### config.mk
export PLATFORM = sky130hd
export DESIGN_NAME = script_push_tokenizer
export DESIGN_NICKNAME = d
export VERILOG_FILES = /design/src/rtl/spt_pkg.sv /design/src/rtl/spt_in_reg.sv /design/src/rtl/spt_step.sv /design/src/rtl/script_push_tokenizer.sv
export SDC_FILE = /design/constraint.sdc
export NUM_CORES = 1
export LEC_CHECK = 0
export BUFFER_PORTS_ARGS = -buffer_cell sky130_fd_sc_hd__buf_2
export CAP_MARGIN = 15
export CELL_PAD_IN_SITES_DETAIL_PLACEMENT = 0
export CELL_PAD_IN_SITES_GLOBAL_PLACEMENT = 1
export CORE_MARGIN = 2
export CORE_UTILIZATION = 50
export CTS_BUF_LIST = sky130_fd_sc_hd__clkbuf_4 sky130_fd_sc_hd__clkbuf_8
export DETAILED_ROUTE_END_ITERATION = 16
export GPL_TIMING_DRIVEN = 0
export PLACE_DENSITY_LB_ADDON = 0.1
export SLEW_MARGIN = 0
export SYNTH_ARGS = -nofsm -noshare
export SYNTH_HDL_FRONTEND = slang
export SYNTH_SLANG_ARGS = --single-unit
### constraint.sdc
create_clock -name aclk -period 6.6 [get_ports aclk]
set_input_delay 0.33 -clock aclk [delete_from_list [all_inputs] [get_ports aclk]]
set_output_delay 0.33 -clock aclk [all_outputs]
set_load 0.005 [all_outputs]
### src/rtl/spt_pkg.sv
package spt_pkg;

    typedef enum logic [1:0] {
        PH_OPCODE = 2'd0,
        PH_LENGTH = 2'd1,
        PH_DATA   = 2'd2,
        PH_IGNORE = 2'd3
    } phase_t;

    // byte class codes
    localparam logic [1:0] CLS_OPCODE = 2'd0;
    localparam logic [1:0] CLS_LENGTH = 2'd1;
    localparam logic [1:0] CLS_DATA   = 2'd2;
    localparam logic [1:0] CLS_IGNORE = 2'd3;

    // script status codes
    localparam logic [2:0] ST_OK          = 3'd0;
    localparam logic [2:0] ST_UNKNOWN     = 3'd1;
    localparam logic [2:0] ST_SHORT_PUSH  = 3'd2;
    localparam logic [2:0] ST_SHORT_LEN   = 3'd3;
    localparam logic [2:0] ST_DATA_MISS   = 3'd4;
    localparam logic [2:0] ST_COINBASE    = 3'd5;

    // opcode values
    localparam logic [7:0] OP_PUSH_MIN    = 8'h01;
    localparam logic [7:0] OP_PUSH_MAX    = 8'h4B;
    localparam logic [7:0] OP_PUSHDATA1   = 8'h4C;
    localparam logic [7:0] OP_PUSHDATA2   = 8'h4D;
    localparam logic [7:0] OP_PUSHDATA4   = 8'h4E;
    localparam logic [7:0] OP_ALWAYS_KNOWN = 8'hFF;

    // configuration register indexes
    localparam logic CFG_ALLOW_INVALID = 1'b0;
    localparam logic CFG_LOWEST_UNKNOWN = 1'b1;

    localparam int unsigned COUNT_FIELD_MAX = 131071;

    typedef struct packed {
        logic [7:0] script_byte;
        logic       last_byte;
        logic       coinbase;
    } in_item_t;

    typedef struct packed {
        phase_t      phase;
        logic [2:0]  len_left;
        logic [1:0]  len_idx;
        logic [31:0] len_acc;
        logic [31:0] data_left;
        logic [2:0]  err;
        logic [16:0] elems;
        logic        direct;
    } scan_state_t;

    typedef struct packed {
        logic [7:0]  byte_value;
        logic [1:0]  byte_class;
        logic        opcode_invalid;
        logic        element_done;
        logic [31:0] push_length;
        logic        script_done;
        logic [2:0]  status;
        logic [16:0] element_count;
    } result_t;

    typedef struct packed {
        logic       allow_invalid;
        logic [7:0] lowest_unknown;
    } cfg_t;

endpackage

### src/rtl/spt_in_reg.sv
module spt_in_reg (
    input  logic              aclk,
    input  logic              aresetn,
    input  logic              in_valid,
    output logic              in_ready,
    input  spt_pkg::in_item_t in_item,
    input  logic              take,
    output logic              held_valid,
    output spt_pkg::in_item_t held_item
);

    logic              valid_reg;
    logic              valid_next;
    spt_pkg::in_item_t item_reg;

    // refill whenever empty or emptied this cycle
    assign in_ready   = !valid_reg || take;
    assign valid_next = in_ready ? in_valid : valid_reg;

    always_ff @(posedge aclk) begin
        if (!aresetn) begin
            valid_reg <= 1'b0;
        end else begin
            valid_reg <= valid_next;
        end
    end

    always_ff @(posedge aclk) begin
        if (in_ready && in_valid) begin
            item_reg <= in_item;
        end
    end

    assign held_valid = valid_reg;
    assign held_item  = item_reg;

endmodule

### src/rtl/spt_step.sv
module spt_step #(
    parameter int unsigned MAX_SCRIPT_BYTES = 65536
) (
    input  spt_pkg::cfg_t        cfg,
    input  spt_pkg::scan_state_t st,
    input  spt_pkg::in_item_t    item,
    output spt_pkg::scan_state_t st_next,
    output spt_pkg::result_t     res
);

    localparam int unsigned COUNT_LIMIT =
        (MAX_SCRIPT_BYTES < spt_pkg::COUNT_FIELD_MAX) ? MAX_SCRIPT_BYTES
                                                      : spt_pkg::COUNT_FIELD_MAX;

    logic [7:0]  b;
    logic        skip;
    logic        is_unknown;
    logic        is_direct;
    logic        is_extended;
    logic [31:0] acc_or;
    logic [2:0]  len_left_dec;
    logic [31:0] data_left_dec;
    logic        at_end_open;
    spt_pkg::scan_state_t st_mid;

    assign b           = item.script_byte;
    assign skip        = item.coinbase || (st.phase == spt_pkg::PH_IGNORE);
    assign is_unknown  = (b >= cfg.lowest_unknown) && (b != spt_pkg::OP_ALWAYS_KNOWN);
    assign is_direct   = (b >= spt_pkg::OP_PUSH_MIN) && (b <= spt_pkg::OP_PUSH_MAX);
    assign is_extended = (b >= spt_pkg::OP_PUSHDATA1) && (b <= spt_pkg::OP_PUSHDATA4);
    assign len_left_dec  = st.len_left - 3'd1;
    assign data_left_dec = st.data_left - 32'd1;

    // little-endian length gather
    always_comb begin
        acc_or = st.len_acc;
        unique case (st.len_idx)
            2'd0: acc_or[7:0]   = st.len_acc[7:0]   | b;
            2'd1: acc_or[15:8]  = st.len_acc[15:8]  | b;
            2'd2: acc_or[23:16] = st.len_acc[23:16] | b;
            2'd3: acc_or[31:24] = st.len_acc[31:24] | b;
            default: acc_or = st.len_acc;
        endcase
    end

    // next state
    always_comb begin
        st_mid = st;
        if (skip) begin
            if (item.coinbase) begin
                if (st.err == spt_pkg::ST_OK) begin
                    st_mid.err = spt_pkg::ST_COINBASE;
                end
                st_mid.phase = spt_pkg::PH_IGNORE;
            end
        end else if (st.phase == spt_pkg::PH_OPCODE) begin
            if (st.elems < 17'(COUNT_LIMIT)) begin
                st_mid.elems = st.elems + 17'd1;
            end
            priority if (is_unknown) begin
                if (!cfg.allow_invalid) begin
                    st_mid.err   = spt_pkg::ST_UNKNOWN;
                    st_mid.phase = spt_pkg::PH_IGNORE;
                end
            end else if (is_direct) begin
                st_mid.len_acc   = {24'd0, b};
                st_mid.data_left = {24'd0, b};
                st_mid.direct    = 1'b1;
                st_mid.phase     = spt_pkg::PH_DATA;
            end else if (is_extended) begin
                priority if (b == spt_pkg::OP_PUSHDATA1) begin
                    st_mid.len_left = 3'd1;
                end else if (b == spt_pkg::OP_PUSHDATA2) begin
                    st_mid.len_left = 3'd2;
                end else begin
                    st_mid.len_left = 3'd4;
                end
                st_mid.len_idx = 2'd0;
                st_mid.len_acc = '0;
                st_mid.direct  = 1'b0;
                st_mid.phase   = spt_pkg::PH_LENGTH;
            end else begin
                st_mid.phase = spt_pkg::PH_OPCODE;
            end
        end else if (st.phase == spt_pkg::PH_LENGTH) begin
            st_mid.len_acc  = acc_or;
            st_mid.len_idx  = st.len_idx + 2'd1;
            st_mid.len_left = len_left_dec;
            if (len_left_dec == 3'd0) begin
                if (acc_or == 32'd0) begin
                    st_mid.phase = spt_pkg::PH_OPCODE;
                end else begin
                    st_mid.data_left = acc_or;
                    st_mid.phase     = spt_pkg::PH_DATA;
                end
            end
        end else begin
            st_mid.data_left = data_left_dec;
            if (data_left_dec == 32'd0) begin
                st_mid.phase = spt_pkg::PH_OPCODE;
            end
        end

        // script ends inside a push
        at_end_open = item.last_byte &&
                      ((st_mid.phase == spt_pkg::PH_LENGTH) ||
                       (st_mid.phase == spt_pkg::PH_DATA));
        if (at_end_open && !cfg.allow_invalid) begin
            if (st_mid.phase == spt_pkg::PH_LENGTH) begin
                st_mid.err = spt_pkg::ST_SHORT_LEN;
            end else begin
                st_mid.err = st_mid.direct ? spt_pkg::ST_SHORT_PUSH : spt_pkg::ST_DATA_MISS;
            end
        end

        st_next = st_mid;
        if (item.last_byte) begin
            st_next.phase     = spt_pkg::PH_OPCODE;
            st_next.len_left  = '0;
            st_next.len_idx   = '0;
            st_next.len_acc   = '0;
            st_next.data_left = '0;
            st_next.err       = spt_pkg::ST_OK;
            st_next.elems     = '0;
            st_next.direct    = 1'b0;
        end
    end

    // result fields
    always_comb begin
        res                = '0;
        res.byte_value     = b;
        res.byte_class     = spt_pkg::CLS_IGNORE;
        res.script_done    = item.last_byte;
        res.status         = st_mid.err;
        res.element_count  = st_mid.elems;
        if (!skip) begin
            unique case (st.phase)
                spt_pkg::PH_OPCODE: begin
                    res.byte_class = spt_pkg::CLS_OPCODE;
                    if (is_unknown) begin
                        res.opcode_invalid = cfg.allow_invalid;
                        res.element_done   = cfg.allow_invalid;
                    end else if (is_direct) begin
                        res.push_length = {24'd0, b};
                    end else if (!is_extended) begin
                        res.element_done = 1'b1;
                    end
                end
                spt_pkg::PH_LENGTH: begin
                    res.byte_class   = spt_pkg::CLS_LENGTH;
                    res.push_length  = acc_or;
                    res.element_done = (len_left_dec == 3'd0) && (acc_or == 32'd0);
                end
                default: begin
                    res.byte_class   = spt_pkg::CLS_DATA;
                    res.push_length  = st.len_acc;
                    res.element_done = (data_left_dec == 32'd0);
                end
            endcase
        end
        if (at_end_open && cfg.allow_invalid) begin
            res.element_done = 1'b1;
        end
    end

endmodule

### src/rtl/script_push_tokenizer.sv
// Script push tokenizer: one script byte in, one classified result out.
// Each accepted byte passes the input register, then the parse logic into
// the result register. Throughput: one byte per cycle while m_tready is high.
// The phase update sits in a single stage.
// Reset (aresetn low, synchronous): both stages empty, parse state back to
// opcode phase with all counters zero, allow_invalid = 0, lowest unknown = 186.
module script_push_tokenizer #(
    parameter int unsigned MAX_SCRIPT_BYTES = 65536
) (
    input  logic        aclk,
    input  logic        aresetn,

    // configuration write port
    input  logic        cfg_we,
    input  logic        cfg_index,
    input  logic [7:0]  cfg_data,

    // input stream
    input  logic        s_tvalid,
    output logic        s_tready,
    input  logic [7:0]  s_tdata,   // [7:0] script_byte
    input  logic        s_tlast,   // last_byte
    input  logic [0:0]  s_tuser,   // [0] coinbase

    // result stream
    output logic        m_tvalid,
    input  logic        m_tready,
    // [7:0] byte_value, [39:8] push_length, [42:40] status,
    // [59:43] element_count, [63:60] zero
    output logic [63:0] m_tdata,
    output logic        m_tlast,   // script_done
    // [1:0] byte_class, [2] opcode_invalid, [3] element_done
    output logic [3:0]  m_tuser
);

    spt_pkg::cfg_t        cfg_reg;
    spt_pkg::scan_state_t state_reg;
    spt_pkg::scan_state_t state_next;
    spt_pkg::result_t     res_reg;
    spt_pkg::result_t     res_next;
    logic                 out_valid_reg;

    spt_pkg::in_item_t    s_item;
    spt_pkg::in_item_t    held_item;
    logic                 held_valid;
    logic                 step_fire;

    // Configuration: user writes only while idle (not enforced); no handshake.
    always_ff @(posedge aclk) begin
        if (!aresetn) begin
            cfg_reg.allow_invalid  <= 1'b0;
            cfg_reg.lowest_unknown <= 8'd186;
        end else if (cfg_we) begin
            unique case (cfg_index)
                spt_pkg::CFG_ALLOW_INVALID:  cfg_reg.allow_invalid  <= cfg_data[0];
                spt_pkg::CFG_LOWEST_UNKNOWN: cfg_reg.lowest_unknown <= cfg_data;
                default: ;
            endcase
        end
    end

    assign s_item.script_byte = s_tdata;
    assign s_item.last_byte   = s_tlast;
    assign s_item.coinbase    = s_tuser[0];

    // Advance the held byte into the result register when that register
    // is empty or its transaction completes this cycle.
    assign step_fire = held_valid && (!out_valid_reg || m_tready);

    spt_in_reg u_in_reg (
        .aclk       (aclk),
        .aresetn    (aresetn),
        .in_valid   (s_tvalid),
        .in_ready   (s_tready),
        .in_item    (s_item),
        .take       (step_fire),
        .held_valid (held_valid),
        .held_item  (held_item)
    );

    spt_step #(
        .MAX_SCRIPT_BYTES (MAX_SCRIPT_BYTES)
    ) u_step (
        .cfg     (cfg_reg),
        .st      (state_reg),
        .item    (held_item),
        .st_next (state_next),
        .res     (res_next)
    );

    // Parse state: commit only when a byte moves into the result register.
    always_ff @(posedge aclk) begin
        if (!aresetn) begin
            state_reg.phase     <= spt_pkg::PH_OPCODE;
            state_reg.len_left  <= '0;
            state_reg.len_idx   <= '0;
            state_reg.len_acc   <= '0;
            state_reg.data_left <= '0;
            state_reg.err       <= spt_pkg::ST_OK;
            state_reg.elems     <= '0;
            state_reg.direct    <= 1'b0;
        end else if (step_fire) begin
            state_reg <= state_next;
        end
    end

    // Result register: hold while the downstream stalls.
    always_ff @(posedge aclk) begin
        if (!aresetn) begin
            out_valid_reg <= 1'b0;
        end else if (step_fire) begin
            out_valid_reg <= 1'b1;
        end else if (m_tready) begin
            out_valid_reg <= 1'b0;
        end
    end

    always_ff @(posedge aclk) begin
        if (step_fire) begin
            res_reg <= res_next;
        end
    end

    assign m_tvalid = out_valid_reg;
    assign m_tdata  = {4'd0, res_reg.element_count, res_reg.status,
                       res_reg.push_length, res_reg.byte_value};
    assign m_tlast  = res_reg.script_done;
    assign m_tuser  = {res_reg.element_done, res_reg.opcode_invalid, res_reg.byte_class};

    // An ignored byte never completes an element.
    a_ignore_not_done: assert property (@(posedge aclk) disable iff (!aresetn)
        (m_tvalid && (m_tuser[1:0] == spt_pkg::CLS_IGNORE)) |-> !m_tuser[3])
        else $error("ignored byte flagged as element end");

    // A tolerated unknown flag only appears on an opcode byte.
    a_invalid_on_opcode: assert property (@(posedge aclk) disable iff (!aresetn)
        (m_tvalid && m_tuser[2]) |-> (m_tuser[1:0] == spt_pkg::CLS_OPCODE))
        else $error("opcode_invalid on non-opcode byte");

    // The last byte of a script leaves the parse state cleared.
    a_clear_after_last: assert property (@(posedge aclk) disable iff (!aresetn)
        (step_fire && held_item.last_byte) |=>
        ((state_reg.phase == spt_pkg::PH_OPCODE) && (state_reg.elems == 17'd0) &&
         (state_reg.err == spt_pkg::ST_OK)))
        else $error("parse state not cleared after script end");

    // The result register takes a new byte only when it is free or draining.
    a_no_overwrite: assert property (@(posedge aclk) disable iff (!aresetn)
        (out_valid_reg && !m_tready) |-> !step_fire)
        else $error("stalled result overwritten");

endmodule

-- After elaboration in Yosys (flattened, before gate mapping)
Cells that the tools add are included.
W data, S select, Z words.
- multiply operators: 0
- order comparisons: 6
- eq/ne operators: 18
- add/subtract/negate cells: 4
- reductions and logical operators: 30
- div/mod/pow operators: 0
- bitwise operators: 7
- shift-type cells: 0
- muxes and demuxes: 52
- operator list (cell ; count):
    $mux W32 ; 6
    $mux W69 ; 2
    $mux W92 ; 1
    $mux W37 ; 2
    $mux W71 ; 1
    $pmux W33 S2 ; 1
    $logic_not A32 Y1 ; 2
    $mux W8 ; 5
    $mux W33 ; 1
    $or A8 B8 Y8 ; 4
    $sub A32 B1 Y32 const B ; 1
    $mux W3 ; 10
    $mux W21 ; 1
    $mux W18 ; 1
    $mux W2 ; 9
    $add A17 B1 Y17 const B ; 1
    $lt A17 B17 Y1 const B ; 1
    $mux W17 ; 1
    $eq A8 B7 Y1 const B ; 2
    $le A8 B7 Y1 const B ; 2
    $reduce_and A6 Y1 ; 2
    $logic_and A1 B1 Y1 ; 9
    $mux W1 ; 9
    $eq A2 B2 Y1 const B ; 4
    24 further kinds ; 39
- input bits: 24
- output and inout port bits: 71
- register bits after elaboration: 178
- memories kept: 0
- latch bits: 0
- bits in read-only memories: 0
- memory bits (writable): 0

-- Longest topological paths before layout
- depth in word-level cells: 14
- mapped depth: 17
- mapped depth without buffers: 15

-- Hierarchy
A second synthesis with hierarchy kept.
- cells, all modules: 1326
- area total of the unflattened synthesis: 10991.8 um^2
- by module, submodules not included (module ; instances ; sequential area each (um^2) ; cells an instance ; area an instance (um^2)):
    script_push_tokenizer ; 1 ; 3993.8 ; 514 ; 6064.6
    spt_step ; 1 ; 0.0 ; 797 ; 4569.4
    spt_in_reg ; 1 ; 320.3 ; 15 ; 357.8

-- Worst setup path after synthesis
OpenSTA, ideal clock, no wires.
- path type: register to register
- from: register u_in_reg.item_reg (netlist bit u_in_reg.held_item[2])
- to: register state_reg[20] (netlist bit)
- data arrival time: 3765 ps
- cell stages (with the launch flop): 18
- buffers on the path: 2
- path slack: 2714 ps
- clock period less this slack: 3886 ps
- required time: 6479 ps
- cells stage by stage: edfxtp_1 > clkbuf_1 > clkbuf_1 > inv_1 > ha_1 > nand2b_1 > a2111o_1 > a311o_1 > nand2_1 > mux2i_1 > a21o_1 > o31ai_4 > ha_1 > nand2b_1 > a21oi_1 > o21ai_0 > nand2_1 > nor2_1
- cells in the longest elaborated chain, start to end: 14
- ends and longest elaborated chain (item ; line ; source):
    from (decl) ; spt_in_reg.sv:14 ; spt_pkg::in_item_t item_reg;
    from (signal assigned) ; spt_in_reg.sv:30 ; item_reg <= in_item;
    branches (longest 12 deep; another with $ge A8 B7 Y1) ; n/a ;
    $mux W3 (*) ; spt_step.sv:108 ; if (at_end_open && !cfg.allow_invalid) begin
    $mux W92 (*) ; spt_step.sv:117 ; if (item.last_byte) begin
    to (signal assigned) ; script_push_tokenizer.sv:103 ; state_reg <= state_next;
    to (decl) ; script_push_tokenizer.sv:37 ; spt_pkg::scan_state_t state_reg;
Mark *: on every way between the ends.
A chain may end at the register's enable or synchronous reset.

==> metrics.md <==
| Metric | Value |
|---|---|
| Status | `finished, final reports clean` |
| Fin Clk Skew | `0.02067 ns` |
| Pin count of the biggest net entering global routing | `43` |
| First-pass GRT wire length | `43.61 mm` |
| GRT overflow | `0` |
| Maximum vdd drop | `roughly 0.14 mV` |
| Max cap viols | `0` |
| Initial Util | `between 50% and 60%` |
| Crit. End Element | `flip-flop` |
| Overall Global Routing Usage | `about 29%` |
| Die area | `19370 sq um` |
| Setup_tns | `0 ns` |
| Most frequent cells in the layout | `133 x nor2_1, 103 x a21oi_1, 103 x dfxtp_1, 96 x buf_2, 75 x edfxtp_1` |
| EDFF count, synth | `75` |
| R2R Path End | `m_tdata[40]` |
| Post-layout net count | `around 1200` |
| Leading cell type in the layout, fill and taps excluded | `nor2_1` |
| Cts bufs inserted | `17` |
| Max reg flops | `92` |
| Synth cell types | `81` |
| FP Rows | `between 40 and 50` |
| Fmax | `around 200 MHz` |
| Hold depth | `1` |
| Worst-case clock buffer depth | `2` |
| CP Cell Sequence | `clkbuf_1, clkbuf_1, inv_1, ha_1, nand2b_1, a2111o_1, a311o_1, nand2_1, mux2i_1, a21o_1, o31ai_4, ha_1, nand2b_1, a21oi_1, o21bai_1, nor2_1, nor2_1` |
| CTS Root Cell | `clkbuf_8` |
| Final cell count without fillers | `approximately 1400` |
| Synth area leaders | `edfxtp_1 25%, dfxtp_1 23%, a21oi_1 5.6%` |
| Clk Latency, worst-skew pair | `about 0.48 ns` |
| HP Class | `in -> reg` |
| Number of buffers added on ports | `89` |
| Inst Count DP | `roughly 1300` |
| First-pass DRT Iterations | `5` |
| Initial antenna violation count | `0` |
| Pleak | `0.003754 uW` |
| Async SR Flop Fraction | `0%` |
| DRC viols | `0` |
| Synthesized cell area | `between 9000 and 10000 sq um` |
| GPL Wtd Cong | `around 0.95` |
| Hold Fails Final Rpt | `0` |
| YS warnings | `0` |
| Share of cells above drive strength 1 | `around 14%` |
| CP max stage delay | `0.56 ns` |
| # clock sinks | `178` |
| Worst Path Required | `6.92 ns` |
| CP arrival | `around 5.2 ns` |
| ANT cells | `0` |
| RSZ-0062 raised after global routing | `false` |
| Antenna viol nets, final | `0` |
| Vias in the first global route | `around 7800` |
| Routed vias | `8307` |
| Origin of the critical flop-to-flop path | `u_in_reg.held_item[2]` |
| Slew @ Worst Pin | `0.9399 ns` |
| Area leader, netlist | `edfxtp_1` |
| CORE AREA | `approximately 18000 sq um` |
| Startpoint types | `flip-flop` |
| Clock-pin slew on the worst setup and hold paths | `around 0.10 ns` |
| Initial drt markers | `about 890` |
| Period utilisation layout | `74.46%` |
| Slowest-stage cell, CP | `clkbuf_1` |
| Flops & latches, synth | `~180` |
| Crit Path Max Fanout | `10` |
| Endpoints failing setup | `0` |
| H-Tree Depth | `4` |
| Hold_buf cts | `0` |
| Slew margin rel. | `a little under two fifths` |
| Worst path depth | `17` |
| Main synth FF type | `dfxtp_1` |
| R2r setup slk | `roughly 1.7 ns` |
| Setup CP Type | `reg -> reg` |
| Seq/Total Area, Yosys | `roughly 47%` |
| Die height | `about 140 microns` |
| IO Count | `between 90 and 100` |
| Setup Buffers After CTS | `0` |
| Minimum clock period | `4.915 ns` |
| WL final | `roughly 28 mm` |
| Area grow syn2layout | `12.44%` |
| FILL cells | `between 1500 and 2000` |
| Avg Cell Area, Syn | `9.064 sq um` |
| Delay-heaviest family, CP | `compound AO/OA/AOI/OAI gates` |
| TritonCTS clock tree | `done` |
| Via/cell ratio | `about 6.1` |
| Post-synth top area share | `roughly 25%` |
| DP Wirelength | `slightly below 20 mm` |
| Crit path capture | `m_tdata[40]` |
| Crit path buf inv count | `3` |
| Die width | `approximately 140 microns` |
| Mapped Cells | `about 1000` |
| CP Launch Point | `u_in_reg.held_item[2]` |
| Max Slew Vio Count | `0` |
| Reg2reg path depth | `17` |
| CTS resizes | `0` |
| Routed len/inst | `between 20 and 25 microns` |
| PD cells | `218.6 nW/um^2` |
| Fin util | `a little under three fifths` |
-- Yosys cell counts (all sizes together), types with 5 or more instances --
master,n
and3,7
inv,24
o21ai,48
nand4,11
nor4,21
a311oi,5
xor2,18
a32oi,14
xnor2,17
a22oi,13
clkbuf,59
ha,18
a21oi,105
nand3,31
or3,18
edfxtp,75
o31ai,8
o2111ai,5
a31oi,33
o211ai,16
buf,21
nand2,74
nor2,133
nand3b,7
a221oi,7
a22o,13
dfxtp,103
nand2b,6
nor3,23
-- worst reg2reg max path, delay by kind of cell (launching register included) --
family | cells | cell delay (ns)
AOI/OAI and AO/OA | 6 | 1.81
buffers and inverters | 3 | 1.18
and+or+nand+nor | 5 | 0.70
adders and majority gates | 2 | 0.58
DFF | 1 | 0.35
muxes | 1 | 0.14
-- area by class of cell --
class                   count  area, sq um  share of cell area [%]
flip-flops and latches    178         4314                   42.00
clock buffers              18        241.5                   2.351
plain buffers              80        361.6                   3.520
inverters                  27        101.3                  0.9866
clock inverters            14        127.6                   1.242
well taps                 229        286.5                   2.789
multi-input cells         726         4374                   42.58
repair buffers             90        465.4                   4.531
-- worst min-delay path by stage --
stage	start	end	slack, ns
after floorplan	u_in_reg.held_item[2]	m_tdata[0]	0.42
after global placement	u_in_reg.held_item[2]	m_tdata[0]	0.44
after detailed placement	u_in_reg.held_item[2]	m_tdata[0]	0.44
after CTS	s_tdata[2]	u_in_reg.held_item[4]	0.02
after global routing	s_tdata[2]	u_in_reg.held_item[4]	0.004
final	s_tdata[4]	u_in_reg.held_item[6]	0.03
-- per-stage QoR --
| stage | worst slack [ns] | hold WS, ns | instance area, sq um | total power (uW) |
|---|---|---|---|---|
| after floorplan | 2.714 | 0.4244 | 9148 | 1438 |
| after global routing | 1.316 | 0.003551 | 10270 | 2337 |
| after CTS | 1.760 | 0.01885 | 10270 | 2247 |
| after global placement | 1.724 | 0.4357 | 9879 | 1542 |
| after detailed placement | 1.791 | 0.4387 | 9903 | 1544 |
| final | 1.685 | 0.02777 | 10270 | 2246 |
-- power by group --
part           internal (uW)  switching, uW  leakage [uW]  total, uW
registers               1180           17.4       0.00154       1200
logic                    111            219       0.00203        330
clock network            276            445      0.000177        721
total                   1560            681       0.00375       2250
-- layer usage --
| metal | routed length [microns] | part of all wire, % | vias to the layer above | track usage, % |
|---|---|---|---|---|
| met2 | 12860 | 47 | 357 | 45.40 |
| met4 | 742 | 2.7 | 0 | 9.729 |
| met1 | 12060 | 44 | 3946 | 39.84 |
| li1 | - | - | 3957 | - |
| met3 | 1860 | 6.8 | 47 | 5.110 |
| met5 | 0 | 0 | - | 0 |
-- cells by family after synthesis --
logic type                 count (synthesis)  synth area share (%)
other                                      1               0.04105
and+or+nand+nor                          353                 19.01
buffers and inverters                    107                 5.026
xor gates and xnor gates                  35                 3.355
muxes                                      5                0.5615
DFF                                      178                 47.22
AOI/OAI and AO/OA                        311                 22.32
adders and majority gates                 18                 2.465
Power figures use the tool's default switching activity.
